## src/hdl/frr_pkg.sv

```systemverilog
// Shared constants, codes and types of the fractional-rate resampler.
package frr_pkg;

   localparam int NUM_CHANNELS   = 32;
   localparam int MAX_OUT_PER_IN = 16;

   localparam int CHAN_W     = 5;
   localparam int SAMPLE_W   = 24;
   localparam int PHASE_W    = 26;
   localparam int PICK_W     = 17;
   localparam int RATE_W     = 24;
   localparam int MODE_W     = 2;
   localparam int ENABLE_W   = 32;
   localparam int CSR_IDX_W  = 2;
   localparam int CSR_DATA_W = 32;
   localparam int PH_FRAC    = 16;

   localparam int CH_AW = (NUM_CHANNELS > 1) ? $clog2(NUM_CHANNELS) : 1;
   localparam int CNT_W = $clog2(MAX_OUT_PER_IN + 1);

   // Datapath widths of the interpolation pipeline.
   localparam int PROD_W = SAMPLE_W + 1 + PICK_W;
   localparam int A2_W   = SAMPLE_W + 2;
   localparam int PP_W   = 2 * PICK_W - 2;
   localparam int AP_W   = A2_W + PP_W;
   localparam int NUM_W  = AP_W + 2;
   localparam int R_W    = SAMPLE_W + 3;
   localparam int SUM_W  = SAMPLE_W + 4;

   localparam logic signed [PHASE_W-1:0] PH_ONE  = PHASE_W'(1 <<< PH_FRAC);
   localparam logic signed [PHASE_W-1:0] PH_HALF = PHASE_W'(1 <<< (PH_FRAC - 1));

   localparam logic signed [SAMPLE_W-1:0] SAMP_MAX = {1'b0, {(SAMPLE_W-1){1'b1}}};
   localparam logic signed [SAMPLE_W-1:0] SAMP_MIN = {1'b1, {(SAMPLE_W-1){1'b0}}};

   localparam logic [MODE_W-1:0] MODE_NEAREST = 2'd0;
   localparam logic [MODE_W-1:0] MODE_LINEAR  = 2'd1;
   localparam logic [MODE_W-1:0] MODE_QUAD    = 2'd2;

   localparam logic [CSR_IDX_W-1:0] CSR_INTERP_MODE    = 2'd0;
   localparam logic [CSR_IDX_W-1:0] CSR_RATE_STEP      = 2'd1;
   localparam logic [CSR_IDX_W-1:0] CSR_CHANNEL_ENABLE = 2'd2;

   localparam logic [MODE_W-1:0]   MODE_RESET   = MODE_NEAREST;
   localparam logic [RATE_W-1:0]   RATE_RESET   = RATE_W'(1 << PH_FRAC);
   localparam logic [ENABLE_W-1:0] ENABLE_RESET = ENABLE_W'(1);

   typedef enum logic [1:0] {
      SEQ_IDLE,
      SEQ_LOOKUP,
      SEQ_RUN
   } seq_state_type;

   typedef struct packed {
      logic signed [PHASE_W-1:0]  phase;
      logic signed [SAMPLE_W-1:0] h1;
      logic signed [SAMPLE_W-1:0] h2;
   } chan_state_type;

   typedef struct packed {
      logic [CHAN_W-1:0]          chan;
      logic signed [PICK_W-1:0]   phase;
      logic signed [SAMPLE_W-1:0] x;
      logic signed [SAMPLE_W-1:0] h1;
      logic signed [SAMPLE_W-1:0] h2;
      logic                       last;
   } pick_type;

   typedef struct packed {
      logic [CHAN_W-1:0]          chan;
      logic signed [SAMPLE_W-1:0] value;
      logic                       last;
   } result_type;

endpackage

```

## src/hdl/frr_ram.sv

```systemverilog
// Generic single-write, single-read RAM with registered read data.
module frr_ram #(
   parameter int WIDTH = 8,
   parameter int DEPTH = 32
) (
   input  logic                                     clock,
   input  logic                                     wr_en,
   input  logic [((DEPTH > 1) ? $clog2(DEPTH) : 1)-1:0] wr_addr,
   input  logic [WIDTH-1:0]                         wr_data,
   input  logic                                     rd_en,
   input  logic [((DEPTH > 1) ? $clog2(DEPTH) : 1)-1:0] rd_addr,
   output logic [WIDTH-1:0]                         rd_data
);

   logic [WIDTH-1:0] mem_ff [DEPTH];
   logic [WIDTH-1:0] rd_data_ff;

   always_ff @(posedge clock) begin
      if (wr_en) begin
         mem_ff[wr_addr] <= wr_data;
      end
      if (rd_en) begin
         rd_data_ff <= mem_ff[rd_addr];
      end
   end

   assign rd_data = rd_data_ff;

endmodule

```

## src/hdl/frr_seq.sv

```systemverilog
// Per-channel sequencer: state lookup, pick issue and state write-back.
module frr_seq import frr_pkg::*; (
   input  logic                       clock,
   input  logic                       reset,
   input  logic                       req_valid,
   output logic                       req_ready,
   input  logic [CHAN_W-1:0]          req_chan,
   input  logic signed [SAMPLE_W-1:0] req_sample_in,
   input  logic                       req_restart,
   input  logic [RATE_W-1:0]          rate_step,
   input  logic [ENABLE_W-1:0]        channel_enable,
   input  logic                       advance,
   output logic                       pick_valid,
   output pick_type                   pick
);

   seq_state_type state_ff, state_in;

   logic [CHAN_W-1:0]          chan_ff;
   logic signed [SAMPLE_W-1:0] x_ff;
   logic                       restart_ff;
   logic                       enabled_ff;
   logic signed [PHASE_W-1:0]  ph_ff;
   logic signed [SAMPLE_W-1:0] h1_ff;
   logic signed [SAMPLE_W-1:0] h2_ff;
   logic [CNT_W-1:0]           cnt_ff;
   logic [NUM_CHANNELS-1:0]    valid_ff;

   logic                       accept;
   logic                       rd_en;
   logic                       load;
   logic                       issue;
   logic                       wr_en;
   logic                       more;
   logic                       fresh;
   logic                       req_enabled;
   logic [CH_AW-1:0]           addr;
   logic signed [PHASE_W-1:0]  ph_next;
   logic signed [PHASE_W-1:0]  ph_final;
   chan_state_type             rd_data;
   chan_state_type             wr_data;

   assign addr        = chan_ff[CH_AW-1:0];
   assign req_enabled = ({1'b0, req_chan} < (CHAN_W+1)'(NUM_CHANNELS))
                        && channel_enable[req_chan];
   assign more        = (ph_ff < PH_HALF) && (cnt_ff < CNT_W'(MAX_OUT_PER_IN));
   assign ph_next     = ph_ff + $signed({{(PHASE_W-RATE_W){1'b0}}, rate_step});
   assign ph_final    = ((ph_ff < PH_HALF) ? PH_HALF : ph_ff) - PH_ONE;
   assign fresh       = restart_ff || !valid_ff[addr];

   // Next state.
   always_comb begin
      state_in = state_ff;
      case (state_ff)
         SEQ_IDLE: begin
            if (req_valid) begin
               state_in = SEQ_LOOKUP;
            end
         end
         SEQ_LOOKUP: begin
            state_in = enabled_ff ? SEQ_RUN : SEQ_IDLE;
         end
         SEQ_RUN: begin
            if (!more) begin
               state_in = SEQ_IDLE;
            end
         end
         default: begin
            state_in = SEQ_IDLE;
         end
      endcase
   end

   // State outputs.
   always_comb begin
      req_ready = 1'b0;
      load      = 1'b0;
      issue     = 1'b0;
      wr_en     = 1'b0;
      case (state_ff)
         SEQ_IDLE: begin
            req_ready = 1'b1;
         end
         SEQ_LOOKUP: begin
            load = enabled_ff;
         end
         SEQ_RUN: begin
            issue = more && advance;
            wr_en = !more;
         end
         default: begin
            req_ready = 1'b0;
         end
      endcase
   end

   assign accept = req_valid && req_ready;
   assign rd_en  = accept;

   always_ff @(posedge clock) begin
      if (reset) begin
         state_ff <= SEQ_IDLE;
         valid_ff <= '0;
      end else begin
         state_ff <= state_in;
         if (wr_en) begin
            valid_ff[addr] <= 1'b1;
         end
      end
   end

   always_ff @(posedge clock) begin
      if (accept) begin
         chan_ff    <= req_chan;
         x_ff       <= req_sample_in;
         restart_ff <= req_restart;
         enabled_ff <= req_enabled;
      end
      if (load) begin
         ph_ff  <= fresh ? '0 : rd_data.phase;
         h1_ff  <= fresh ? '0 : rd_data.h1;
         h2_ff  <= fresh ? '0 : rd_data.h2;
         cnt_ff <= '0;
      end else if (issue) begin
         ph_ff  <= ph_next;
         cnt_ff <= cnt_ff + CNT_W'(1);
      end
   end

   assign wr_data.phase = ph_final;
   assign wr_data.h1    = x_ff;
   assign wr_data.h2    = h1_ff;

   frr_ram #(
      .WIDTH ($bits(chan_state_type)),
      .DEPTH (NUM_CHANNELS)
   ) u_state_ram (
      .clock   (clock),
      .wr_en   (wr_en),
      .wr_addr (addr),
      .wr_data (wr_data),
      .rd_en   (rd_en),
      .rd_addr (req_chan[CH_AW-1:0]),
      .rd_data (rd_data)
   );

   assign pick_valid = issue;
   assign pick.chan  = chan_ff;
   assign pick.phase = $signed(ph_ff[PICK_W-1:0]);
   assign pick.x     = x_ff;
   assign pick.h1    = h1_ff;
   assign pick.h2    = h2_ff;
   assign pick.last  = (ph_next >= PH_HALF) || (cnt_ff == CNT_W'(MAX_OUT_PER_IN - 1));

`ifndef SYNTH
   a_no_rw_overlap: assert property (@(posedge clock) disable iff (reset)
      !(wr_en && rd_en))
      else $error("state RAM read and write in the same cycle");

   a_pick_phase_range: assert property (@(posedge clock) disable iff (reset)
      issue |-> (ph_ff >= -PH_HALF) && (ph_ff < PH_HALF))
      else $error("issued pick phase outside of one half around the sample");

   a_last_then_write: assert property (@(posedge clock) disable iff (reset)
      (issue && pick.last) |=> wr_en)
      else $error("final pick not followed by state write-back");

   a_count_bound: assert property (@(posedge clock) disable iff (reset)
      (state_ff == SEQ_RUN) |-> (cnt_ff <= CNT_W'(MAX_OUT_PER_IN)))
      else $error("pick count above the per-sample limit");
`endif

endmodule

```

## config.mk

```make
export PLATFORM = sky130hd
export DESIGN_NAME = frr_seq
export DESIGN_NICKNAME = d
export VERILOG_FILES = /design/src/hdl/frr_pkg.sv /design/src/hdl/frr_ram.sv /design/src/hdl/frr_seq.sv
export SDC_FILE = /design/constraint.sdc
export NUM_CORES = 2
export LEC_CHECK = 0
export BUFFER_PORTS_ARGS = -buffer_cell sky130_fd_sc_hd__buf_2
export CAP_MARGIN = 20
export CORE_ASPECT_RATIO = 0.9
export CORE_MARGIN = 5
export CORE_UTILIZATION = 59
export CTS_CLUSTER_DIAMETER = 40
export CTS_CLUSTER_SIZE = 14
export DETAILED_ROUTE_END_ITERATION = 8
export GPL_ROUTABILITY_DRIVEN = 1
export HOLD_SLACK_MARGIN = 0.08
export PLACE_DENSITY = 0.84
export SLEW_MARGIN = 20
export SYNTH_ARGS = -nofsm -noshare
export SYNTH_HDL_FRONTEND = slang
export SYNTH_SLANG_ARGS = --single-unit
```

## constraint.sdc

```tcl
create_clock -name clock -period 8.44 [get_ports clock]
set_clock_uncertainty 0.2 [all_clocks]
set_input_delay 1.688 -clock clock [delete_from_list [all_inputs] [get_ports clock]]
set_output_delay 1.688 -clock clock [all_outputs]
set_load 0.1 [all_outputs]
```

# [After elaboration in Yosys (flattened, before gate mapping)]
# Memory sizes are Yosys's and may differ from the RTL's. A register that Yosys moved wholly into a read port is not among the register bits.
# Cells that the tools add are included.
[op_classes] add_sub_neg=3 mul=0 n_div=0 magnitude_cmp=6 n_eq_ne=5 n_shift=0 n_mux=20 n_bitwise=1 reduce_logical=11
[op_table] op="26-bit 2-to-1 mux" count=4
[op_table] op="32-bit OR" count=1
[op_table] op="26-bit by 25-bit adder with 26-bit output" count=1
[op_table] op="26-bit by 17-bit greater-or-equal comparator with 1-bit output, second input constant" count=1
[op_table] op="26-bit by 17-bit < comparator with 1-bit output, second input constant" count=1
[op_table] op="26-bit by 18-bit subtractor with 26-bit output, second input constant" count=1
[op_table] op="5-bit by 6-bit < comparator with 1-bit output, second input constant" count=2
[op_table] op="1-bit binary-select mux with 5-bit select" count=2
[op_table] op="1-bit 2-to-1 mux" count=9
[op_table] op="2-bit 2-to-1 mux" count=3
[op_table] op="2-bit one-hot mux with 3 select lines" count=1
[op_table] op="5-bit by 1-bit adder with 5-bit output, second input constant" count=1
[op_table] op="1-bit demux with 5-bit select" count=1
[op_table] op="5-bit by 4-bit == test with 1-bit output, second input constant" count=1
[op_table] op="5-bit by 1-bit greater-or-equal comparator with 1-bit output, second input constant" count=1
[op_table] op="5-bit < comparator, second input constant" count=1
[op_table] op="1-bit logical AND" count=4
[op_table] op="2-bit != test, second input constant" count=2
[op_table] op="2-bit by 1-bit == test with 1-bit output, second input constant" count=1
[op_table] op="2-bit == test, second input constant" count=1
[op_table] op="1-bit logical NOT" count=2
[op_table] op="2-bit logical NOT" count=1
[op_table] op="1-bit logical OR" count=2
[op_table] op="2-bit AND reduction" count=1
[op_table] op="2-bit nonzero test" count=1
[totals] register_bits=144 latchBits=0 ram_bits=2368 romBits=0 input_bits=90 output_inout_bits=97 wordCells=57 mem_count=1
[memory_table] name="u_state_ram.mem_ff" words=32 word_bits=74 read_ports=1 rd_ports_with_merged_regs=1 wr=1 line="frr_ram.sv:15" source="logic [WIDTH-1:0] mem_ff [DEPTH];"

# [Depth between registers and ports, before layout]
[depth] word_depth=6 depth_mapped=13 ltp_nobuf=12

# [Cells and area by module]
# Synthesis repeated with hierarchy kept, for this count alone.
[unflattened] cells_unflattened=4977 hier_area_um2=99641.8
[by_module_without_submodules] module="frr_ram" n_inst=1 cells_each=4332 area_per_inst_um2=92314.8
[by_module_without_submodules] module="frr_seq" n_inst=1 cells_each=645 area_per_inst_um2=7327.0

# [Worst setup path before layout]
# Ideal clock, no wire load.
[synth_timing] path_type="input-to-output" start="input rate_step[0]" end="output pick[0] (netlist bit)" t_arrival_ns=5.274 slack_ns=1.278 cell_stages=12 path_cell_list="ha_1 -> inv_1 -> fa_1 -> nand2b_1 -> a21o_1 -> a31o_2 -> o21ai_2 -> a21oi_1 -> o21bai_1 -> xor2_1 -> and4b_1 -> a41oi_1"
[synth_rtl] element="from (decl)" line="frr_seq.sv:10" source="input logic [RATE_W-1:0] rate_step,"
[synth_rtl] element="to (decl)" line="frr_seq.sv:14" source="output pick_type pick"

==> metrics.cfg <==
[synthesis]
synth_edf_count = 2547
syn_nets = 4235
ys_ff_latch = 2586
syn_area_per_cell_um2 = 24.0
yosysWarnings = 0
synthCells = 4116
yosysUniqueCellTypes = 57
ys_seq_area_frac = 0.781
synth_ff_type = edfxtp_1
synth_area_um2 = 99000
async_flop_share = 0

[route]
drc = 0
postRouteWirelength_um = 285000
wire_per_inst_um = 41.4
drtIter0Drc = 9103
drtPass1Iterations = 9
vias_per_cell = 7.44
drt.antenna.violating_nets = 0
vias = 51242

[hold_path]
hold_path.class = register to register
hold_path.startpoint = valid_ff[1]
min_delay_path_depth = 2
min_to = valid_ff[1]

[sta]
hold_ws_ps = 277
rsz0062_at_grt = false
setup_viol = 0
hold_viol = 0
period_needed_ps = 6910
maxSlewViolCount = 0
final.period_utilization = 0.819
setup_tns_ps = 0
fmax_mhz = 145
relSlewSlack = 0.178
worstMarginPinSlew_ps = 1230

[cts]
cts_root_buf = clkbuf_16
path_clk_slew_ps = 60
cts_resized = 0
post_cts_buffers = 0
numCtsBuffers = 286
cts_buffer_depth = 4
cts_max_level = 5
clk_latency_ps = 940
cts_tree = built
clock-sinks = 2586
hold_buffers = 0

[global_routing]
grt_max_degree = 134
grt_pass1_vias = 52345
grtUsageTotal = 0.325
grt_pass1_wl_um = 400000
antenna_found_initial = 13
gr-total-overflow = 0

[pwr]
total_power_w = 0.0277
power.leakage_nw = 35.5
switchingPower_w = 0.00614
seqPwrFrac = 0.515
p_comb_frac = 0.049
clkPwrFrac = 0.436
p_sw_frac = 0.222
power_density_nw_per_um2 = 247
ir_drop_v = 0.000201
internal_power_w = 0.0216

[critical_path]
crit_required_ps = 6550
crit_arrival_ps = 5030
path_common_cell = o21ai_0
path_max_fanout = 6
reg2reg_slack_ps = 1860
critPathMaxStageDelay_ps = 640
regToRegEndpoint = u_state_ram.mem_ff[6][2]
cp_top_family = compound AO/OA/AOI/OAI gates
rr_worst_depth = 11
end_kind = primary output
path_cells = buf_2 > ha_1 > o21ai_0 > a221oi_1 > o21ai_0 > a211oi_1 > o31a_1 > o21ai_0 > xor2_1 > nor2_1 > a41oi_1 > buf_2
r2r-start = ph_ff[21]
critPathBufInv = 2
critPathLaunchType = input port
path_depth = 12
cp_slowest_cell = a211oi_1
path_class = input port to primary output

[floorplanning]
initial_core_util = 0.594
die_x_um = 442
die_area_um2 = 176000
coreArea_um2 = 167000
rows = 142
boundaryPins = 187
die_y_um = 399

[finish]
layout_commonest_cell = edfxtp_1
fin_nets = 4612
layout_common_cells = edfxtp_1, mux4_2, clkbuf_16
area_growth_pct = 13.4
drive_above_1_share = 0.346

[outcome]
run_status = complete, no violations

[placed_design]
portBuffers = 186
gp_congestion = 0.814
dp_hpwl_um = 128000

[run]
drv_cap = 0

==> synthesized netlist by cell type, types with 11 or more instances <==
| master | instances | area share |
|---|---|---|
| xnor2_1 | 11 | 0.00097 |
| o21ai_0 | 32 | 0.0016 |
| buf_2 | 70 | 0.0035 |
| nor2_1 | 124 | 0.0047 |
| xor2_1 | 14 | 0.0012 |
| and2_1 | 53 | 0.0033 |
| a21oi_1 | 26 | 0.0013 |
| mux2_2 | 75 | 0.0085 |
| nand3_1 | 23 | 0.0012 |
| dfxtp_1 | 39 | 0.0079 |
| nor2b_1 | 22 | 0.0014 |
| mux4_2 | 758 | 0.17 |
| ha_1 | 28 | 0.0035 |
| clkbuf_1 | 123 | 0.0047 |
| edfxtp_1 | 2547 | 0.77 |
| nand2_1 | 38 | 0.0014 |
| buf_4 | 17 | 0.0013 |
| inv_1 | 11 | 0.00042 |
==> routing by layer <==
metal / global-route usage / vias up / wire length (um)
met4: 0.183 / 10 / 19200
met1: 0.404 / 26231 / 88100
met2: 0.538 / 5426 / 143000
met3: 0.0754 / 1232 / 35100
li1: - / 18343 / -
met5: 0 / - / 63
==> power by group through the flow <==
stage                     logic (W)  clock network (W)  registers [W]
final                       0.00135             0.0121         0.0143
after global routing        0.00141             0.0128         0.0143
after CTS                   0.00131             0.0122         0.0143
after detailed placement    0.00126                  0         0.0146
after global placement      0.00122                  0         0.0146
after floorplan            0.000815                  0         0.0146
==> through the flow <==
step | util | area, um2 | worst slack, ps | std cells
after floorplan | - | 99000 | 1280 | 4116
after global placement | 0.619 | 103000 | 1950 | 6425
after detailed placement | 0.619 | 103000 | 1850 | 6425
after CTS | 0.672 | 112000 | 1740 | 6872
after global routing | 0.673 | 112000 | 1460 | 6885
final | 0.673 | 112000 | 1530 | 6889
==> cells by family (layout without fill, tap and decap cells) <==
logic type	count (synthesis)	after routing	share of synthesized area
compound gates	108	108	0.00718
xor+xnor	25	25	0.00221
fa+ha+maj	29	29	0.00374
buf+inv	231	767	0.0103
flops	2586	2586	0.781
mux	833	833	0.181
other cells	0	5	0
simple gates	304	304	0.0150
==> area by class of cell <==
cell class / instances / area, um2
sequential: 2586 / 77300
fill: 9365 / 54400
multi-input combinational: 1299 / 21100
clock buffer: 320 / 7430
tap: 2232 / 2790
timing repair buffer: 309 / 2260
clock inverter: 127 / 1360
inverter: 11 / 43.8
antenna: 5 / 12.5
==> worst max path at each step <==
stage	from	to	slack, ps
floorplan	rate_step[0]	pick[0]	1280
CTS	rate_step[0]	pick[0]	1740
global placement	rate_step[0]	pick[0]	1950
detailed placement	rate_step[11]	pick[0]	1850
global route	rate_step[14]	pick[0]	1460
finish	rate_step[11]	pick[0]	1530
==> flip-flops by register name, summed over array words and instances (netlist names), 5 cells and up <==
signal / count
h2_ff: 24
h1_ff: 24
addr: 5
u_state_ram.rd_data: 74
ph_ff: 26
u_state_ram.mem_ff: 2368
x_ff: 24
cnt_ff: 5
valid_ff: 32
==> worst reg2reg max path, stage by stage, from the launching register on <==
cell	delay (ps)
edfxtp_1	480
nor4_1	530
nor2b_1	360
nor3b_1	480
nand2_1	120
nor3_1	210
ha_1	310
nor2b_1	180
nor2b_1	510
nand3b_1	930
nor2_4	1200
buf_12	560
(Power assumes the default switching activity.)
